### config.mk
export PLATFORM = sky130hd
export DESIGN_NAME = sbus_frame_channel_decoder_core
export DESIGN_NICKNAME = d
export VERILOG_FILES = /design/src/rtl/sfcd_pkg.sv /design/src/rtl/sfcd_front.sv /design/src/rtl/sfcd_queue.sv /design/src/rtl/sfcd_back.sv /design/src/rtl/sbus_frame_channel_decoder_core.sv
export SDC_FILE = /design/constraint.sdc
export NUM_CORES = 1
export LEC_CHECK = 0
export CORE_MARGIN = 2
export CORE_UTILIZATION = 56
export CTS_CLUSTER_SIZE = 8
export DETAILED_ROUTE_END_ITERATION = 16
export DONT_BUFFER_PORTS = 1
export PLACE_DENSITY = 0.77
export SYNTH_ARGS = -nofsm -noshare
export SYNTH_HDL_FRONTEND = slang
export SYNTH_HIERARCHICAL = 1
export SYNTH_SLANG_ARGS = --single-unit
### constraint.sdc
create_clock -name i_clk -period 15.6 [get_ports i_clk]
set_input_delay 3.12 -clock i_clk [delete_from_list [all_inputs] [get_ports i_clk]]
set_output_delay 3.12 -clock i_clk [all_outputs]
set_load 0.01 [all_outputs]
### src/rtl/sfcd_pkg.sv
package sfcd_pkg;

    // frame layout
    localparam logic [7:0] HDR_BYTE    = 8'h0F;
    localparam logic [7:0] FTR_BYTE    = 8'h00;
    localparam int         PAYLOAD_LEN = 22;
    localparam int         FRAME_W     = PAYLOAD_LEN * 8;
    localparam int         NUM_CH      = 16;
    localparam int         CH_W        = 11;
    localparam int         IDX_W       = 4;

    // frame position codes, zero means hunting
    localparam int                 POS_W      = 5;
    localparam logic [POS_W-1:0]   POS_HUNT   = 5'd0;
    localparam logic [POS_W-1:0]   POS_FIRST  = 5'd1;
    localparam logic [POS_W-1:0]   POS_LASTPL = 5'd22;
    localparam logic [POS_W-1:0]   POS_FLAG   = 5'd23;
    localparam logic [POS_W-1:0]   POS_FOOTER = 5'd24;

    // frame queue between decoder front and channel emitter
    localparam int QUEUE_DEPTH = 2;
    localparam int QPTR_W      = (QUEUE_DEPTH > 1) ? $clog2(QUEUE_DEPTH) : 1;
    localparam int QCNT_W      = $clog2(QUEUE_DEPTH + 1);

    typedef logic [FRAME_W-1:0] t_frame;

    typedef struct packed {
        logic   valid;
        t_frame frame;
    } t_push;

    typedef struct packed {
        logic full;
        logic empty;
    } t_q_status;

endpackage

### src/rtl/sfcd_front.sv
module sfcd_front (
    input  logic               i_clk,
    input  logic               i_rst_n,
    input  logic               i_valid,
    input  logic [7:0]         i_byte,
    output logic               o_ready,
    input  sfcd_pkg::t_q_status i_q_status,
    output sfcd_pkg::t_push    o_push
);

    logic [sfcd_pkg::POS_W-1:0] r_pos;
    logic [sfcd_pkg::POS_W-1:0] n_pos;
    sfcd_pkg::t_frame           r_shift;
    sfcd_pkg::t_frame           n_shift;
    logic                       w_accept;
    logic                       w_good;

    // stall only when a footer would need a full queue
    assign o_ready  = !((r_pos == sfcd_pkg::POS_FOOTER) && i_q_status.full);
    assign w_accept = i_valid && o_ready;
    assign w_good   = (r_pos == sfcd_pkg::POS_FOOTER) && (i_byte == sfcd_pkg::FTR_BYTE);

    // position tracking and payload capture
    always_comb begin
        n_pos   = r_pos;
        n_shift = r_shift;
        if (w_accept) begin
            if (r_pos == sfcd_pkg::POS_HUNT) begin
                if (i_byte == sfcd_pkg::HDR_BYTE) begin
                    n_pos = sfcd_pkg::POS_FIRST;
                end
            end else if (r_pos <= sfcd_pkg::POS_LASTPL) begin
                // newest byte enters at the top, first payload byte ends lowest
                n_shift = {i_byte, r_shift[sfcd_pkg::FRAME_W-1:8]};
                n_pos   = r_pos + 1'b1;
            end else if (r_pos == sfcd_pkg::POS_FLAG) begin
                n_pos = sfcd_pkg::POS_FOOTER;
            end else begin
                n_pos = sfcd_pkg::POS_HUNT;
            end
        end
    end

    // frame handoff on a good footer
    always_comb begin
        o_push.valid = w_accept && w_good;
        o_push.frame = r_shift;
    end

    always_ff @(posedge i_clk) begin
        if (!i_rst_n) begin
            r_pos <= sfcd_pkg::POS_HUNT;
        end else begin
            r_pos <= n_pos;
        end
        r_shift <= n_shift;
    end

endmodule

### src/rtl/sfcd_queue.sv
module sfcd_queue (
    input  logic                i_clk,
    input  logic                i_rst_n,
    input  sfcd_pkg::t_push     i_push,
    input  logic                i_pop,
    output sfcd_pkg::t_frame    o_head,
    output sfcd_pkg::t_q_status o_status
);

    sfcd_pkg::t_frame            r_mem [sfcd_pkg::QUEUE_DEPTH];
    logic [sfcd_pkg::QPTR_W-1:0] r_wr;
    logic [sfcd_pkg::QPTR_W-1:0] r_rd;
    logic [sfcd_pkg::QCNT_W-1:0] r_cnt;
    logic                        w_wr_en;
    logic                        w_rd_en;

    assign o_status.full  = (r_cnt == sfcd_pkg::QCNT_W'(sfcd_pkg::QUEUE_DEPTH));
    assign o_status.empty = (r_cnt == '0);
    assign w_wr_en        = i_push.valid && !o_status.full;
    assign w_rd_en        = i_pop && !o_status.empty;
    assign o_head         = r_mem[r_rd];

    // pointer and fill count
    always_ff @(posedge i_clk) begin
        if (!i_rst_n) begin
            r_wr  <= '0;
            r_rd  <= '0;
            r_cnt <= '0;
        end else begin
            if (w_wr_en) begin
                r_wr <= (r_wr == sfcd_pkg::QPTR_W'(sfcd_pkg::QUEUE_DEPTH - 1)) ? '0 : r_wr + 1'b1;
            end
            if (w_rd_en) begin
                r_rd <= (r_rd == sfcd_pkg::QPTR_W'(sfcd_pkg::QUEUE_DEPTH - 1)) ? '0 : r_rd + 1'b1;
            end
            if (w_wr_en && !w_rd_en) begin
                r_cnt <= r_cnt + 1'b1;
            end else if (!w_wr_en && w_rd_en) begin
                r_cnt <= r_cnt - 1'b1;
            end
        end
    end

    // frame storage
    always_ff @(posedge i_clk) begin
        if (w_wr_en) begin
            r_mem[r_wr] <= i_push.frame;
        end
    end

endmodule

### src/rtl/sfcd_back.sv
module sfcd_back (
    input  logic                         i_clk,
    input  logic                         i_rst_n,
    input  sfcd_pkg::t_frame             i_head,
    input  sfcd_pkg::t_q_status          i_q_status,
    output logic                         o_pop,
    output logic                         o_valid,
    input  logic                         i_ready,
    output logic [sfcd_pkg::IDX_W-1:0]   o_index,
    output logic [sfcd_pkg::CH_W-1:0]    o_value,
    output logic                         o_last
);

    sfcd_pkg::t_frame           r_work;
    logic                       r_busy;
    logic [sfcd_pkg::IDX_W-1:0] r_ch;
    logic                       r_out_valid;
    logic [sfcd_pkg::IDX_W-1:0] r_out_index;
    logic [sfcd_pkg::CH_W-1:0]  r_out_value;
    logic                       r_out_last;
    logic                       w_adv;
    logic                       w_ch_last;

    assign w_ch_last = (r_ch == sfcd_pkg::IDX_W'(sfcd_pkg::NUM_CH - 1));
    assign w_adv     = r_busy && (!r_out_valid || i_ready);
    assign o_pop     = !r_busy && !i_q_status.empty;

    assign o_valid = r_out_valid;
    assign o_index = r_out_index;
    assign o_value = r_out_value;
    assign o_last  = r_out_last;

    // control: frame load, channel count, output valid
    always_ff @(posedge i_clk) begin
        if (!i_rst_n) begin
            r_busy      <= 1'b0;
            r_ch        <= '0;
            r_out_valid <= 1'b0;
        end else begin
            if (o_pop) begin
                r_busy <= 1'b1;
                r_ch   <= '0;
            end else if (w_adv) begin
                r_ch <= r_ch + 1'b1;
                if (w_ch_last) begin
                    r_busy <= 1'b0;
                end
            end
            if (w_adv) begin
                r_out_valid <= 1'b1;
            end else if (i_ready) begin
                r_out_valid <= 1'b0;
            end
        end
    end

    // channel unpack: lowest 11 bits out, then shift the frame down
    always_ff @(posedge i_clk) begin
        if (o_pop) begin
            r_work <= i_head;
        end else if (w_adv) begin
            r_work <= r_work >> sfcd_pkg::CH_W;
        end
        if (w_adv) begin
            r_out_index <= r_ch;
            r_out_value <= r_work[sfcd_pkg::CH_W-1:0];
            r_out_last  <= w_ch_last;
        end
    end

endmodule

### src/rtl/sbus_frame_channel_decoder_core.sv
// channel   | dir | tdata                     | tuser              | tlast
// s_axis    | in  | [7:0] rx_byte             | -                  | -
// m_axis    | out | [10:0] channel_value      | [3:0] channel_index| last_channel
//
// one input beat per cycle unless stalled; a good frame gives 16 output beats, one per cycle
// while downstream is ready; the first follows the queue write, frame load and output register
// reset (synchronous, active low) returns to header hunt and empties the frame queue
// the input stalls only on a footer beat while the two-entry frame queue is full
// the output register frees the emitter whenever the downstream side takes a beat
module sbus_frame_channel_decoder_core (
    input  logic        i_clk,
    input  logic        i_rst_n,
    input  logic        i_s_axis_tvalid,
    output logic        o_s_axis_tready,
    input  logic [7:0]  i_s_axis_tdata,   // [7:0] rx_byte
    output logic        o_m_axis_tvalid,
    input  logic        i_m_axis_tready,
    output logic [15:0] o_m_axis_tdata,   // [10:0] channel_value, [15:11] zero
    output logic [3:0]  o_m_axis_tuser,   // [3:0] channel_index
    output logic        o_m_axis_tlast    // last_channel
);

    sfcd_pkg::t_push     w_push;
    sfcd_pkg::t_q_status w_q_status;
    sfcd_pkg::t_frame    w_head;
    logic                w_pop;
    logic [sfcd_pkg::CH_W-1:0] w_value;

    // header hunt, payload capture, footer check
    sfcd_front u_front (
        .i_clk      (i_clk),
        .i_rst_n    (i_rst_n),
        .i_valid    (i_s_axis_tvalid),
        .i_byte     (i_s_axis_tdata),
        .o_ready    (o_s_axis_tready),
        .i_q_status (w_q_status),
        .o_push     (w_push)
    );

    // queue of checked frames
    sfcd_queue u_queue (
        .i_clk    (i_clk),
        .i_rst_n  (i_rst_n),
        .i_push   (w_push),
        .i_pop    (w_pop),
        .o_head   (w_head),
        .o_status (w_q_status)
    );

    // channel emitter
    sfcd_back u_back (
        .i_clk      (i_clk),
        .i_rst_n    (i_rst_n),
        .i_head     (w_head),
        .i_q_status (w_q_status),
        .o_pop      (w_pop),
        .o_valid    (o_m_axis_tvalid),
        .i_ready    (i_m_axis_tready),
        .o_index    (o_m_axis_tuser),
        .o_value    (w_value),
        .o_last     (o_m_axis_tlast)
    );

    assign o_m_axis_tdata = {(16 - sfcd_pkg::CH_W)'(0), w_value};

    // a pushed frame always finds room
    a_no_overflow: assert property (@(posedge i_clk) disable iff (!i_rst_n)
        !(w_push.valid && w_q_status.full))
        else $error("frame queue overflow");

    // last flag only on the final channel
    a_last_index: assert property (@(posedge i_clk) disable iff (!i_rst_n)
        o_m_axis_tvalid |-> (o_m_axis_tlast == (o_m_axis_tuser == 4'd15)))
        else $error("last flag and channel index disagree");

    // channels of a frame follow each other without gaps
    a_next_channel: assert property (@(posedge i_clk) disable iff (!i_rst_n)
        (o_m_axis_tvalid && i_m_axis_tready && !o_m_axis_tlast) |=>
        (o_m_axis_tvalid && (o_m_axis_tuser == $past(o_m_axis_tuser) + 4'd1)))
        else $error("channel sequence broken");

    // a popped frame comes only from a non-empty queue
    a_pop_nonempty: assert property (@(posedge i_clk) disable iff (!i_rst_n)
        w_pop |-> !w_q_status.empty)
        else $error("pop from empty frame queue");

endmodule

# After elaboration in Yosys (flattened, before gate mapping)
# Memory sizes are Yosys's and may differ from the RTL's. A register that Yosys moved wholly into a read port is not among the register bits.
# Index checks and enable logic that the tools add are counted.
[totals] reg_bits=383 output_inout_bits=23 mem_count=1 ramBits=352
[mem_list] memory="u_queue.r_mem" words=2 word_bits=176 rd=1 rd_clocked_by_memory_dff=1 wr=1 line="sfcd_queue.sv:10" rtl="sfcd_pkg::t_frame r_mem [sfcd_pkg::QUEUE_DEPTH];"
[op_classes] bitwise=2 n_mux=19 n_reduce_logical=29 n_addsub=6 magnitude_cmp=1 n_eq_ne=6
[op_table] operator="176-bit 2-to-1 mux" n=2
[op_table] operator="5-bit 2-to-1 mux" n=4
[op_table] operator="1-bit 2-to-1 mux" n=11
[op_table] operator="5-bit == test (second input constant)" n=2
[op_table] operator="1-bit logical AND" n=10
[op_table] operator="8-bit by 4-bit == test with 1-bit output (second input constant)" n=1
[op_table] operator="8-bit zero test" n=1
[op_table] operator="2-bit nonzero test" n=4
[op_table] operator="1-bit zero test" n=7
[op_table] operator="5-bit by 1-bit adder with 5-bit output (second input constant)" n=1
[op_table] operator="5-bit <= comparator (second input constant)" n=1
[op_table] operator="5-bit zero test" n=1
[op_table] operator="4-bit by 1-bit adder with 4-bit output (second input constant)" n=1
[op_table] operator="4-bit == test (second input constant)" n=1
[op_table] operator="2-bit 2-to-1 mux" n=2
[op_table] operator="2-bit AND reduction" n=2
[op_table] operator="3-bit AND reduction" n=1
[op_table] operator="1-bit adder (second input constant)" n=2
[op_table] operator="2-bit by 1-bit adder with 2-bit output (second input constant)" n=1
[op_table] operator="2-bit == test (second input constant)" n=1
[op_table] operator="2-bit zero test" n=1
[op_table] operator="2-bit inequality test (second input constant)" n=1
[op_table] operator="1-bit inverter" n=2
[op_table] operator="2-bit OR reduction" n=1
[op_table] operator="other kinds (2)" n=2

# Longest topological paths before layout
# Gate-level depths: netlist (run 1).
[depth] word_depth=10 mapped_depth=11 depth_no_buf=11

# Modules after synthesis
# The synthesis (run 1) kept the hierarchy.
[by_module_without_submodules] mod="sfcd_queue" cells_per_inst=573 n_inst=1 area_each_um2=13518.0 seq_area_each_um2=10670.2
[by_module_without_submodules] mod="sfcd_back" cells_per_inst=419 n_inst=1 area_each_um2=8095.3 seq_area_each_um2=5885.6
[by_module_without_submodules] mod="sfcd_front" cells_per_inst=233 n_inst=1 area_each_um2=5798.1 seq_area_each_um2=5385.2
[by_module_without_submodules] mod="sbus_frame_channel_decoder_core" cells_per_inst=6 n_inst=1 area_each_um2=41.3 seq_area_each_um2=0.0

# Least setup slack after synthesis (run 1)
# Ideal clock, no wire load.
[synth_timing] path_kind="in2reg" startpoint="input port i_s_axis_tdata[5]" endpoint="memory u_queue/r_mem[0][0] (netlist name), enable pin" arrival_time_ns=10.820 stages=4 setup_ns=0.680 path_slack_ns=4.100 cell_sequence="or4_4 -> nor4_1 -> inv_1 -> nor3_2"
[synth_lines] element="start, declared" line="sbus_frame_channel_decoder_core.sv:15" rtl="input logic [7:0] i_s_axis_tdata,"
[synth_lines] element="end, declared" line="sfcd_queue.sv:10"

==> flow_summary.ini, run 1 <==
[synth]
syn_area_per_cell_um2 = 22.3
yosysWarnings = 6
ys_top_cells_by_area = edfxtp_1 (79%), mux2_2 (8.2%), mux2_4 (7.7%)
synth_top_area_share_pct = 78.8
synth-adder-area-share_pct = 0.228
synth-simple-area-share_pct = 1.32
synth-compound-area-share_pct = 0.943
synth-xor-area-share_pct = 0.0957
synthArstFlopShare_pct = 0
synth_edf_count = 720
yosysSeqAreaShare_pct = 79.9
synth_seq_cells = 736
syn_inst = 1231
synth_largest_area_cell = edfxtp_1
synth_top_family_by_area = multiplexers
synth.distinct_cells = 56
syn_area_um2 = 27500
synth_mux_area_share_pct = 15.9
synth_ff_type = edfxtp_1

[global_route]
antenna_found_initial = 0
grt_pass1_wl_mm = 65.1
grt_pass1_vias = 12000
grt_overflow = 0
grt_usage_pct = 16.8
grt_max_degree = 178

[worst_setup_path]
cpMaxStageDelayCell = and3_4
crit_fanout = 66
cp.arrival_ns = 6.08
path_cells = or4_4 -> nor4_1 -> and3_4 -> buf_4
worstPathRequired_ns = 15.82
slowest_delay_ns = 0.98
path_class = in -> reg
critPathLaunch = i_s_axis_tdata[5]
end_kind = flop
r2r_start = u_front/r_pos[0]
critical_path.startpoint_type = input pin

[cts]
htree_levels = 3
post_cts_buffers = 0
cts.sinks = 736
cts_made_buffers = 101
clock_path_buffers = 3
tritoncts = done
cts-root-buf = clkbuf_16
worst_skew_pair.late_latency_ns = 0.62
post_cts_resized = 0
hold_buffers = 0
clk_pin_slew_ns = 0.05

[timing]
drv_slew = 0
hold_viol = 0
fmax_mhz = 171
worst_slew_pin_slew_ns = 1.19
finalSetupViolCount = 0
period_needed_ns = 5.85
holdWs_ns = 0.421
setup_tns_ns = 0
fin_crit_sh_pct = 37.5
worst_clock_skew_ns = 0.0246
max_slew_margin_pct = 20.4
rsz0062_at_grt = false

[placed_design]
dpl-instance-area_um2 = 28000
dpl.hpwl_mm = 19.7
gp_congestion = 0.712
portBuffers = 0

[cells_and_area]
layout_common_cells = edfxtp_1 (720), mux2_2 (201), mux2_4 (140)
final_nets = 1321
drive_above_1_share_pct = 35.6
num_antenna_cells = 0
area_delta_synth_final_pct = 12.2
fin_area_um2 = 30800
final_common_cell = edfxtp_1

[power]
worst_ir_drop_vdd_mv = 0.111
leakagePower_nw = 10.0
powerDensity_nw_per_um2 = 133

[route]
via_count = 11000
drt_pass1_iterations = 5
drc = 0
drt-initial-drc-count = 842
antenna_left = 0
wl_mm = 41.8
viasPerCell = 5.61
post_drt_wl_per_cell_um = 21.2

[die]
core_area_um2 = 48600
start_util_pct = 56.4
ios = 35
die_x_um = 225
die_h_um = 225
std_cell_rows = 81
dieArea_um2 = 50800

[min_path]
min_path_type = reg -> reg
hp-start = u_back/r_work[5]

[job]
maxCapViolCount = 0

[status]
status = completed
-- registers in the layout (all words and copies together) (netlist names), named ones only --
name / flops
u_back/r_work: 176
u_queue/r_rd: 1
u_back/o_valid: 1
u_front/r_pos: 5
u_back/o_last: 1
u_queue/r_wr: 1
u_queue/r_mem: 352
u_back/r_ch: 4
u_back/o_index: 4
u_front/r_shift: 176
u_queue/r_cnt: 2
u_back/o_value: 11
u_back/r_busy: 1
-- power by group --
group,switching [mW],internal (mW)
clock network,0.730,1.21
registers,0.000580,2.14
logic,0.00215,0.000904
total,0.733,3.36
-- per-layer routing --
layer,up-vias,GRT usage (%),wire [um]
met5,-,0,0
met4,0,6.79,1150
met3,87,3.57,1830
met2,258,29.2,21800
met1,5658,20.5,17000
li1,5013,-,-
-- cells in the mapped netlist (2+ instances only) --
cell,count
a21oi_1,6
a22o_1,2
and2_1,14
and3_1,2
and3b_1,2
and4b_1,2
buf_2,10
buf_4,18
buf_6,19
dfxtp_1,16
edfxtp_1,720
ha_1,5
inv_1,8
mux2_2,201
mux2_4,140
nand2_1,4
nand2b_1,4
nand3_1,2
nor2_1,7
nor2b_1,3
o21ai_0,5
o21ai_1,4
or3_1,2
or4_1,2
xnor2_1,2
-- path summary, 6_finish.rpt --
kind         slack [ns]                    to  depth (start not counted)
max                9.75  u_queue/r_mem[1][70]                          4
min reg2reg        0.42     u_back/o_value[5]                          0
max reg2reg       11.65  u_queue/r_mem[1][70]                          7
min                0.42     u_back/o_value[5]                          0
-- per-stage QoR --
step / util (%) / power, mW / cells / setup slack [ns]
2_1_floorplan: - / 2.18 / 1235 / 4.10
3_3_place_gp: 57.6 / 2.18 / 1823 / 9.07
3_5_place_dp: 57.6 / 2.18 / 1823 / 9.07
4_1_cts: 63.3 / 4.13 / 1965 / 9.73
5_1_grt: 63.3 / 4.21 / 1965 / 9.61
6_report: 63.3 / 4.09 / 1965 / 9.75
-- cell type report --
cell class	count	area (um2)
inverter	9	33.8
clock buffer	140	2780
multi-input combinational	443	5120
timing repair buffer	13	123
tap	622	778
sequential	736	21900
clock inverter	2	36.3
fill	3036	17800
-- kinds of logic after synthesis --
family                     after synthesis
DFF                                    736
muxes                                  341
buffers and inverters                   56
and+or+nand+nor                         54
AOI/OAI and AO/OA                       35
adders and majority gates                5
xor gates and xnor gates                 3
other                                    1
-- worst max-delay path: cells and delay by family --
family                 cells  cell delay (ns)
buffers and inverters      1             0.85
AND/OR/NAND/NOR            3             1.97
Power figures use the tool's default switching activity.
==> run 2: changes to the inputs <==
Settings changed: ABC_AREA set to 1.
Clock period 15.6 ns to 5.6 ns, I/O delays scaled along.
==> flow_summary.ini, run 2 <==
[status]
status = completed

[worst_setup_path]
critical_path.startpoint_type = flop
worstPathRequired_ns = 5.86
reg2reg_slack_ns = 1.83
crit_fanout = 117
path_class = reg -> reg
end_kind = flop
cp.arrival_ns = 4.03

[synth]
synth.most_common_cell = edfxtp_1
ys_top_cells_by_area = edfxtp_1 (79%), mux2_4 (7.7%), nand2_1 (7.2%)
synthArstFlopShare_pct = 0
synth.distinct_cells = 28
yosysWarnings = 6
syn_area_um2 = 27500
syn_area_per_cell_um2 = 16.9
synth_ff_type = edfxtp_1
syn_inst = 1627
synth_largest_area_cell = edfxtp_1
yosysSeqAreaShare_pct = 79.9
synth_top_area_share_pct = 78.7
synth_seq_cells = 736
synthTopCellsByCount = edfxtp_1 (720), nand2_1 (529), mux2_4 (140), inv_1 (39), mux2_2 (36)
synth_edf_count = 720

[cells_and_area]
final_nets = 1703
final_common_cell = edfxtp_1
largest_reg_flops = 352
fill_cells = 3255
reg_top3 = u_queue/r_mem: 352 flops, u_back/r_work: 176 flops, u_front/r_shift: 176 flops
multiInputGateArea_um2 = 4990
num_antenna_cells = 0
fin_util_pct = 63.3
seqCellArea_um2 = 21900
instances_no_fill = 2335
area_delta_synth_final_pct = 12.1
largest-register = u_queue/r_mem
drive_above_1_share_pct = 18.4
layout_common_cells = edfxtp_1 (720), nand2_1 (528), mux2_4 (140)

[route]
drt-initial-drc-count = 1077
post_drt_wl_per_cell_um = 19.0
viasPerCell = 5.41
wl_mm = 44.3
antenna_left = 0
drc = 0
via_count = 12600
drt_pass1_iterations = 7

[cts]
cts_made_buffers = 101
cts.sinks = 736
htree_levels = 3
clk_pin_slew_ns = 0.05
tritoncts = done
post_cts_resized = 0
hold_buffers = 0
worst_skew_pair.late_latency_ns = 0.63
post_cts_buffers = 0
cts-root-buf = clkbuf_16
clock_path_buffers = 3

[placed_design]
gp_congestion = 0.712
dp_cells = 2205
post-place-ws_ns = 1.80
portBuffers = 0
dpl.hpwl_mm = 21.5

[die]
dieArea_um2 = 50800
die_x_um = 225
std_cell_rows = 81
core_area_um2 = 48600
start_util_pct = 56.5
die_h_um = 225
ios = 35

[global_route]
met3_usage_pct = 3.79
grt_util_met1_pct = 20.8
grt_max_degree = 128
antenna_found_initial = 0
grt_pass1_vias = 13800
grt_usage_pct = 18.1
top_usage_layer = met2
grt_overflow = 0
grt_pass1_wl_mm = 70.6
met2_usage_pct = 33.4

[timing]
fmax_mhz = 265
max_slew_margin_pct = 31.3
drv_slew = 0
worst_slew_pin_slew_ns = 1.03
rsz0062_at_grt = false
setup_slack_ns = 1.83
period_needed_ns = 3.77
finalSetupViolCount = 0
setup_tns_ns = 0
hold_viol = 0
fin_crit_sh_pct = 67.3
worst_clock_skew_ns = 0.0205

[power]
leakagePower_nw = 10.9
worst_ir_drop_vdd_mv = 0.301
powerDensity_nw_per_um2 = 366

[min_path]
min_path_type = reg -> reg

[job]
maxCapViolCount = 0
==> run 2: cell count changes after synthesis, sizes merged, moves of 12 or more <==
| cell | previous run | this run |
|---|---|---|
| mux2 | 341 | 176 |
| and2 | 14 | 0 |
| nand2 | 4 | 532 |
| nor2 | 8 | 37 |
| inv | 9 | 43 |
| buf | 47 | 59 |
==> run 2: stage by stage <==
step	hold WS (ns)	power [mW]	area, um2
after floorplan	0.400	6.08	27500
after global placement	0.401	6.08	28100
after CTS	0.422	11.4	30800
final	0.421	11.3	30800
after global routing	0.428	11.6	30800
after detailed placement	0.411	6.08	28100
==> run 2: area by class of cell <==
class                           count  area share, %
Clock buffer                      126           8.72
Clock inverter                      4          0.138
Inverter                           43          0.540
Tap cell                          622           2.53
Multi-Input combinational cell    790           16.2
Sequential cell                   736           71.3
Timing Repair Buffer               14          0.585
==> run 2: final timing paths <==
check	startpoint	to	cells past startpoint
worst max-delay path	u_queue/r_cnt[0]	u_back/r_work[32]	5
worst min-delay path	u_back/r_work[0]	u_back/o_value[0]	0
worst min register to register	u_back/r_work[0]	u_back/o_value[0]	0
worst max register to register	u_queue/r_cnt[0]	u_back/r_work[32]	5
==> run 2: kinds of logic (layout without fill, tap and decap cells) <==
family / count (synthesis) / after routing / synth area share [%]
buffers and inverters: 105 / 187 / 2.15
multiplexers: 176 / 176 / 9.13
AO/OA/AOI/OAI: 22 / 22 / 0.437
other: 1 / 5 / 0.0136
AND/OR/NAND/NOR: 582 / 582 / 8.18
flip-flops: 736 / 736 / 79.9
adder cells (fa/ha/maj): 5 / 5 / 0.228
==> run 2: power breakdown <==
part | switching [mW] | internal (mW)
clock | 2.00 | 3.28
combinational | 0.00803 | 0.00259
sequential | 0.00178 | 5.97
==> run 2: metal layers <==
metal	vias up	wire, um
met5	-	0
met4	0	1090
met3	82	1700
met2	274	24100
met1	6381	17500
li1	5897	-
==> run 2: critical path, stage by stage, from the launching register on <==
cell and delay (ns):
dfxtp_1 0.39, nor2_1 0.12, nor2_4 0.71, inv_6 0.47
nand2_8 0.89, buf_4 0.56
